--- src/sv/lrc_pkg.sv ---
// Package for the LRU resource cache directory: opcodes, status codes, widths.
// No dependencies.
`default_nettype none
package lrc_pkg;
	localparam int FUNC_W = 2;
	localparam int KEY_W = 32;
	localparam int REQ_W = 24;
	localparam int STATUS_W = 3;
	localparam int SLOT_W = 6;
	localparam int REFS_W = 16;
	localparam int BYTES_W = 25;
	localparam int OCC_W = 7;
	localparam logic [REFS_W-1:0] REFS_MAX = '1;

	typedef enum logic [FUNC_W-1:0] {
		FN_ALLOC = 2'd0,
		FN_FIND  = 2'd1,
		FN_EVICT = 2'd2,
		FN_NOP   = 2'd3
	} func_t;

	typedef enum logic [STATUS_W-1:0] {
		ST_HIT      = 3'd0,
		ST_INSERT   = 3'd1,
		ST_INS_EVIC = 3'd2,
		ST_MISS     = 3'd3,
		ST_EVICTED  = 3'd4,
		ST_EMPTY    = 3'd5
	} status_t;

	// Request queued from the front part to the back part.
	typedef struct packed {
		func_t             func;
		logic [KEY_W-1:0]   key;
		logic [BYTES_W-1:0] bytes;
	} req_t;

	// Result item.
	typedef struct packed {
		status_t            status;
		logic [SLOT_W-1:0]  slot;
		logic [REFS_W-1:0]  refs;
		logic [BYTES_W-1:0] bytes;
		logic [KEY_W-1:0]   victim;
		logic [OCC_W-1:0]   occ;
	} rsp_t;

	// Round a byte count up to a multiple of 32.
	function automatic logic [BYTES_W-1:0] align32(input logic [REQ_W-1:0] sz);
		logic [BYTES_W-1:0] s;
		s = {1'b0, sz} + BYTES_W'(31);
		return {s[BYTES_W-1:5], 5'b0};
	endfunction
endpackage
`default_nettype wire

--- src/sv/lrc_front.sv ---
// Front part: takes input transfers, decodes the opcode, aligns the size and
// pushes a request into a two-entry queue. Depends on lrc_pkg.
`default_nettype none
module lrc_front (
	input  wire logic                       clk,
	input  wire logic                       arst_n,
	input  wire logic                       valid,
	output logic                            stall,
	input  wire logic [lrc_pkg::FUNC_W-1:0] func,
	input  wire logic [lrc_pkg::KEY_W-1:0]  resource_id,
	input  wire logic [lrc_pkg::REQ_W-1:0]  request_size,
	output logic                            req_valid,
	output lrc_pkg::req_t                   req,
	input  wire logic                       req_pop
);
	import lrc_pkg::*;

	req_t        mem_q [2];
	logic        wr_q, rd_q;
	logic [1:0]  cnt_q;
	logic        push;

	assign stall = (cnt_q == 2'd2);
	assign push = valid && !stall;
	assign req_valid = (cnt_q != 2'd0);
	assign req = mem_q[rd_q];

	// Queue payload
	always_ff @(posedge clk) begin
		if (push) begin
			mem_q[wr_q] <= '{func: func_t'(func), key: resource_id,
				bytes: align32(request_size)};
		end
	end

	// Queue pointers
	always_ff @(posedge clk or negedge arst_n) begin
		if (!arst_n) begin
			wr_q <= 1'b0;
			rd_q <= 1'b0;
			cnt_q <= 2'd0;
		end else begin
			if (push) wr_q <= !wr_q;
			if (req_pop) rd_q <= !rd_q;
			cnt_q <= cnt_q + 2'(push) - 2'(req_pop);
		end
	end
endmodule
`default_nettype wire

--- config.mk ---
export PLATFORM = sky130hd
export DESIGN_NAME = lrc_front
export DESIGN_NICKNAME = d
export VERILOG_FILES = /design/src/sv/lrc_pkg.sv /design/src/sv/lrc_front.sv
export SDC_FILE = /design/constraint.sdc
export NUM_CORES = 1
export LEC_CHECK = 0
export CAP_MARGIN = 20
export CORE_ASPECT_RATIO = 1.5
export CORE_UTILIZATION = 45
export DETAILED_ROUTE_END_ITERATION = 10
export DONT_BUFFER_PORTS = 1
export GPL_TIMING_DRIVEN = 1
export SLEW_MARGIN = 0
export SYNTH_ARGS = -nofsm -noshare
export SYNTH_HDL_FRONTEND = slang
export SYNTH_SLANG_ARGS = --single-unit
export TNS_END_PERCENT = 5
--- constraint.sdc ---
create_clock -name clk -period 4 [get_ports clk]
set_input_delay 0.2 -clock clk [delete_from_list [all_inputs] [get_ports clk]]
set_output_delay 0.2 -clock clk [all_outputs]
set_load 0.1 [all_outputs]
==> flow_summary.json, run 1 <==
{
  "status": "finished clean",
  "clock-sinks": 112,
  "rsz0062_at_grt": "false",
  "fin_cells": 411,
  "area_growth_syn_to_layout_pct": 18.2,
  "whs_path_depth": 1,
  "placed_area_mm2": 0.00463,
  "crit_path_end_kind": "flip-flop",
  "yosys_warnings": 0,
  "io_pins": 123,
  "max_stage_delay_ns": 0.75,
  "rows": 44,
  "grt_max_degree": 47,
  "clockRootBuffer": "clkbuf_16",
  "cts_tree": "yes",
  "r2r-end": "mem_q[0][49]",
  "rrSetupSlack_ns": 1.82,
  "setup_viol": 0,
  "syn_area_mm2": 0.00450,
  "clock_skew_ns": 0.00450,
  "path_clk_slew_ns": 0.07,
  "worstMarginPinSlew_ns": 0.951,
  "min_path_type": "in -> reg",
  "r2r_cells": 4,
  "cp_num_buf_inv": 1,
  "dp_slack_ns": 1.75,
  "grt_first_pass_wirelength_mm": 11.6,
  "worst-setup-path-type": "reg -> reg",
  "die-area_mm2": 0.0104,
  "avgRoutedWirePerCell_um": 17.8,
  "yosys-top-cells-area": "edfxtp_1, mux2_2, dfrtp_1, xnor2_1, xor2_1",
  "layout_setup_ws_ns": 1.82,
  "first_pass_iters": 4,
  "worstPathArrival_ns": 2.20,
  "hold_viol_final": 0,
  "seq_area_frac_synth_pct": 74.2,
  "dieWidth_um": 83.7,
  "yosysTopAreaCellShare_pct": 72.0,
  "grt_overflow_total": 0,
  "insertion_delay_ns": 0.34,
  "htreeDepth": 3,
  "cts-buffers-inserted": 9,
  "min_to": "mem_q[1][2]",
  "drt_iter0_drc": 71,
  "post_cts_buffers": 0,
  "routed_wl_mm": 7.31,
  "critPathSlowestCell": "nor2_4",
  "gp_congestion": 0.754,
  "final_antenna_net_count": 0,
  "fp.dieH_um": 125,
  "cts.path.max_buffers": 2,
  "r2r_start": "cnt_q[1]",
  "stdcell_area_mm2": 0.00532,
  "syn_area_per_cell_um2": 18.2,
  "period_minus_slack_ns": 2.18,
  "final.period_utilization_pct": 54.6,
  "dp.cells": 358,
  "yosysTopAreaCell": "edfxtp_1",
  "io_buffers": 0,
  "fin_nets": 355,
  "crit_chain": "nand2b_1, nand2_1, nor2_4, buf_4",
  "synthCells": 247,
  "crit_path_start_kind": "flip-flop",
  "min_from": "request_size[7]",
  "critPathTopFamily": "simple AND/OR/NAND/NOR gates",
  "cts_resized": 0,
  "fin_tns_setup_ns": 0,
  "ys_types": 30,
  "initial_utilization_pct": 46.5,
  "vias": 2155,
  "layout-drive-gt1-share_pct": 27.7,
  "grt_pass1_vias": 2299,
  "crit_fanout": 32,
  "coreArea_mm2": 0.00969,
  "synth-seq-cells": 112,
  "drcViolationCount": 0,
  "max_slew_margin_pct": 36.5,
  "avgViaCountPerCell": 5.24,
  "diodes": 0,
  "cp.required_ns": 4.02,
  "max_cap_viol_count": 0,
  "grt_usage_pct": 14.8,
  "final_max_slew_viol_count": 0,
  "post-dp-hpwl_mm": 4.87,
  "antenna_found_initial": 0,
  "fmaxAchievable_mhz": 458
}
-- cell usage after synthesis --
cell type  instances
or3_2              1
buf_4              5
xnor2_1           11
nand2_1            7
and4_2             1
dfrtp_1            4
conb_1             1
o21a_1             1
nand3_1            3
and3_1             3
or2_2              1
inv_1              6
nand2b_1           1
or3_4              1
or4_4              1
nor2_1             6
o2111ai_1          1
nor4b_1            1
edfxtp_1         108
nand4_1            3
o21ai_0            1
mux2_2            54
buf_2              5
ha_1               2
nor4_1             4
clkbuf_1           1
o211ai_4           1
nor3_1             2
xor2_1            10
nor3_2             1
-- layout make-up --
| cell class | count | area [µm²] |
|---|---|---|
| Clock inverter | 6 | 83.8 |
| Tap cell | 115 | 144 |
| Sequential cell | 112 | 3340 |
| Multi-Input combinational cell | 122 | 1090 |
| Fill cell | 749 | 4370 |
| Clock buffer | 10 | 229 |
| Timing Repair Buffer | 40 | 403 |
| Inverter | 6 | 22.5 |
-- routing by layer --
layer / track usage, % / up-vias / wire, µm
li1: - / 1025 / -
met1: 14.7 / 1045 / 2640
met2: 27.3 / 72 / 4100
met3: 3.25 / 13 / 341
met4: 9.47 / 0 / 232
met5: 0 / - / 0
-- logic make-up after synthesis --
| kind of cell | count (synthesis) | share of synthesized area, % |
|---|---|---|
| other cells | 1 | 0.0833 |
| fa+ha+maj | 2 | 0.556 |
| flops | 112 | 74.2 |
| mux | 54 | 13.5 |
| compound gates | 4 | 0.945 |
| xor+xnor | 21 | 4.08 |
| simple gates | 36 | 4.61 |
| buf+inv | 17 | 1.97 |
-- repair_timing --
item                       4_1_cts  5_1_grt
setup endpoints to repair        0        0
hold buffers                    36        0
hold endpoints to repair        73        0
-- registers in the layout, summed over array words and instances, names as in the netlist --
| register | flops |
|---|---|
| mem_q | 108 |
| wr_q | 1 |
| cnt_q | 2 |
| rd_q | 1 |
-- layout by cell type (no fill, tap or decap), types with 2 or more instances in the layout --
master	netlist	layout
nand3_1	3	3
nor4_1	4	4
conb_1	1	5
mux2_2	54	54
clkbuf_16	0	9
buf_4	5	3
edfxtp_1	108	108
bufinv_16	0	2
dfrtp_1	4	3
inv_1	6	6
nand4_1	3	3
dlygate4sd3_1	0	36
ha_1	2	2
nor2_1	6	5
xnor2_1	11	11
nor3_1	2	2
nand2_1	7	7
clkinvlp_4	0	2
and3_1	3	2
xor2_1	10	10
-- per-stage QoR --
step	hold WS, ns	util (%)
after floorplan	-0.0956	-
after global placement	-0.0955	47.8
after detailed placement	-0.0955	47.8
after CTS	0.0726	54.7
after global routing	0.0703	54.9
final	0.0835	54.9
-- worst max path at each step --
stage,from,to,slack (ns),cells past startpoint
floorplan,cnt_q[1],mem_q[0][0],0.68,3
global placement,cnt_q[1],mem_q[0][49],1.80,4
detailed placement,cnt_q[1],mem_q[0][11],1.75,4
CTS,rd_q,req[18],1.40,2
global route,cnt_q[1],mem_q[0][49],1.65,4
finish,cnt_q[1],mem_q[0][49],1.82,4
Power of run 1 is left out: the tool's default activity adds up to more than one toggle a clock period on the data nets, which glitch-free logic cannot reach.
==> run 2, diff against run 1 <==
clock period = 1.9 ns   (was 4 ns; I/O delays follow)
==> run 2 against run 1 <==
Net effect: non-clock buffer count is 20 higher; design area rose by 3.8%; die area is the same; setup slack got worse by 1.7 ns; worst hold slack worse by 0.071 ns; cell count up 4.9%; first-iteration DRC count grew 9.9%; sequential share of layout area is 2.3 points lower; critical path type is now reg -> out.
==> flow_summary.json, run 2 (synthesis results as in run 1) <==
{
  "status": "finished clean",
  "r2r_cells": 7,
  "crit_chain": "buf_4, mux2_2",
  "crit_path_start_kind": "flip-flop",
  "period_minus_slack_ns": 1.78,
  "worstPathArrival_ns": 1.68,
  "rsz0062_at_grt": "false",
  "drt_iter0_drc": 78,
  "area_growth_syn_to_layout_pct": 22.6,
  "layout_setup_ws_ns": 0.121,
  "fp.dieH_um": 125,
  "diodes": 0,
  "path_clk_slew_ns": 0.07,
  "cts.path.max_buffers": 2,
  "startpoint": "rd_q",
  "crit_fanout": 26,
  "cts-buffers-inserted": 9,
  "post_cts_buffers": 0,
  "grt_max_degree": 31,
  "clock_skew_ns": 0.00677,
  "critPathTopFamily": "multiplexers",
  "worstMarginPinSlew_ns": 0.542,
  "die-area_mm2": 0.0104,
  "post-dp-hpwl_mm": 5.03,
  "largest_register": "mem_q",
  "avgRoutedWirePerCell_um": 17.9,
  "antenna_found_initial": 0,
  "gp_congestion": 0.686,
  "grt_overflow_total": 0,
  "cp.required_ns": 1.80,
  "rrSetupSlack_ns": 0.32,
  "final_common_cell": "edfxtp_1",
  "max_stage_delay_ns": 0.61,
  "setup_viol": 0,
  "fin_nets": 375,
  "cts_resized": 0,
  "io_pins": 123,
  "max_slew_margin_pct": 64.0,
  "grt_pass1_vias": 2474,
  "r2r_start": "cnt_q[1]",
  "dp_slack_ns": 0.271,
  "crit_path_end_kind": "output port",
  "cp.depth": 2,
  "routed_wl_mm": 7.71,
  "reg_top3": "mem_q (108), cnt_q (2)",
  "grt_first_pass_wirelength_mm": 12.4,
  "io_buffers": 0,
  "mostFrequentLayoutCells": "edfxtp_1, mux2_2, dlygate4sd3_1, xnor2_1, xor2_1",
  "critPathSlowestCell": "mux2_2",
  "avgViaCountPerCell": 5.26,
  "dieWidth_um": 83.7,
  "fmaxAchievable_mhz": 562,
  "insertion_delay_ns": 0.34,
  "grt_usage_pct": 15.6,
  "max_cap_viol_count": 0,
  "r2r-end": "cnt_q[1]",
  "cts_tree": "yes",
  "final_max_slew_viol_count": 0,
  "initial_utilization_pct": 46.5,
  "min_path_type": "in -> reg",
  "cp-endpoint": "req[25]",
  "clock-sinks": 112,
  "largest_register_ffs": 108,
  "drcViolationCount": 0,
  "worst-setup-path-type": "reg -> out",
  "vias": 2265,
  "final.period_utilization_pct": 93.6,
  "first_pass_iters": 4,
  "cp_num_buf_inv": 1,
  "rows": 44,
  "clockRootBuffer": "clkbuf_16",
  "final_antenna_net_count": 0,
  "layout-drive-gt1-share_pct": 27.2,
  "coreArea_mm2": 0.00969,
  "htreeDepth": 3,
  "hold_viol_final": 0
}
## run 2: per-layer routing
| metal | part of all wire (%) | track usage [%] | up-vias |
|---|---|---|---|
| li1 | - | - | 1060 |
| met1 | 35 | 15.7 | 1125 |
| met2 | 59 | 29.9 | 71 |
| met3 | 5.0 | 3.71 | 9 |
| met4 | 1.7 | 6.58 | 0 |
| met5 | 0 | 0 | - |
## run 2: worst min path at each step
stage                           startpoint            to  slack (ns)  cells after the start
after floorplan                     arst_n      cnt_q[0]       -0.20                      0
after global placement              arst_n      cnt_q[1]       -0.20                      0
after detailed placement            arst_n      cnt_q[1]       -0.20                      0
after CTS                 request_size[22]  mem_q[1][19]      0.0004                      2
after global routing       request_size[5]   mem_q[1][0]       0.008                      2
final                     request_size[22]  mem_q[1][19]        0.01                      2
## run 2: area by class of cell
class	count	area, µm²
tap	115	144
inverter	6	22.5
clock buffer	9	225
multi-input combinational	122	1090
fill	775	4170
clock inverter	7	71.3
sequential	112	3340
timing repair buffer	60	621
## run 2: worst register-to-register path, cell delays in order (launching register included)
cell,delay (ns)
dfrtp_1,0.40
nand2b_1,0.12
nand2_1,0.15
ha_1,0.31
inv_1,0.04
ha_1,0.18
xnor2_1,0.17
xnor2_1,0.14
## run 2: what timing repair did
item                                    CTS  global route
hold buffers                             53             0
hold endpoints to repair                107             0
endpoints found under the setup margin    0             0
## run 2: per-stage QoR
| stage | hold slack (ns) | instance area [µm²] | instances | util [%] | TNS, ns |
|---|---|---|---|---|---|
| 2_1_floorplan | -0.201 | 4530 | 251 | - | -18.28 |
| 3_3_place_gp | -0.200 | 4700 | 362 | 48.5 | 0 |
| 3_5_place_dp | -0.200 | 4700 | 362 | 48.5 | 0 |
| 4_1_cts | 0.000383 | 5520 | 431 | 57.0 | 0 |
| 5_1_grt | 0.00796 | 5520 | 431 | 57.0 | 0 |
| 6_report | 0.0125 | 5520 | 431 | 57.0 | 0 |
Power of run 2 is left out for the same reason.
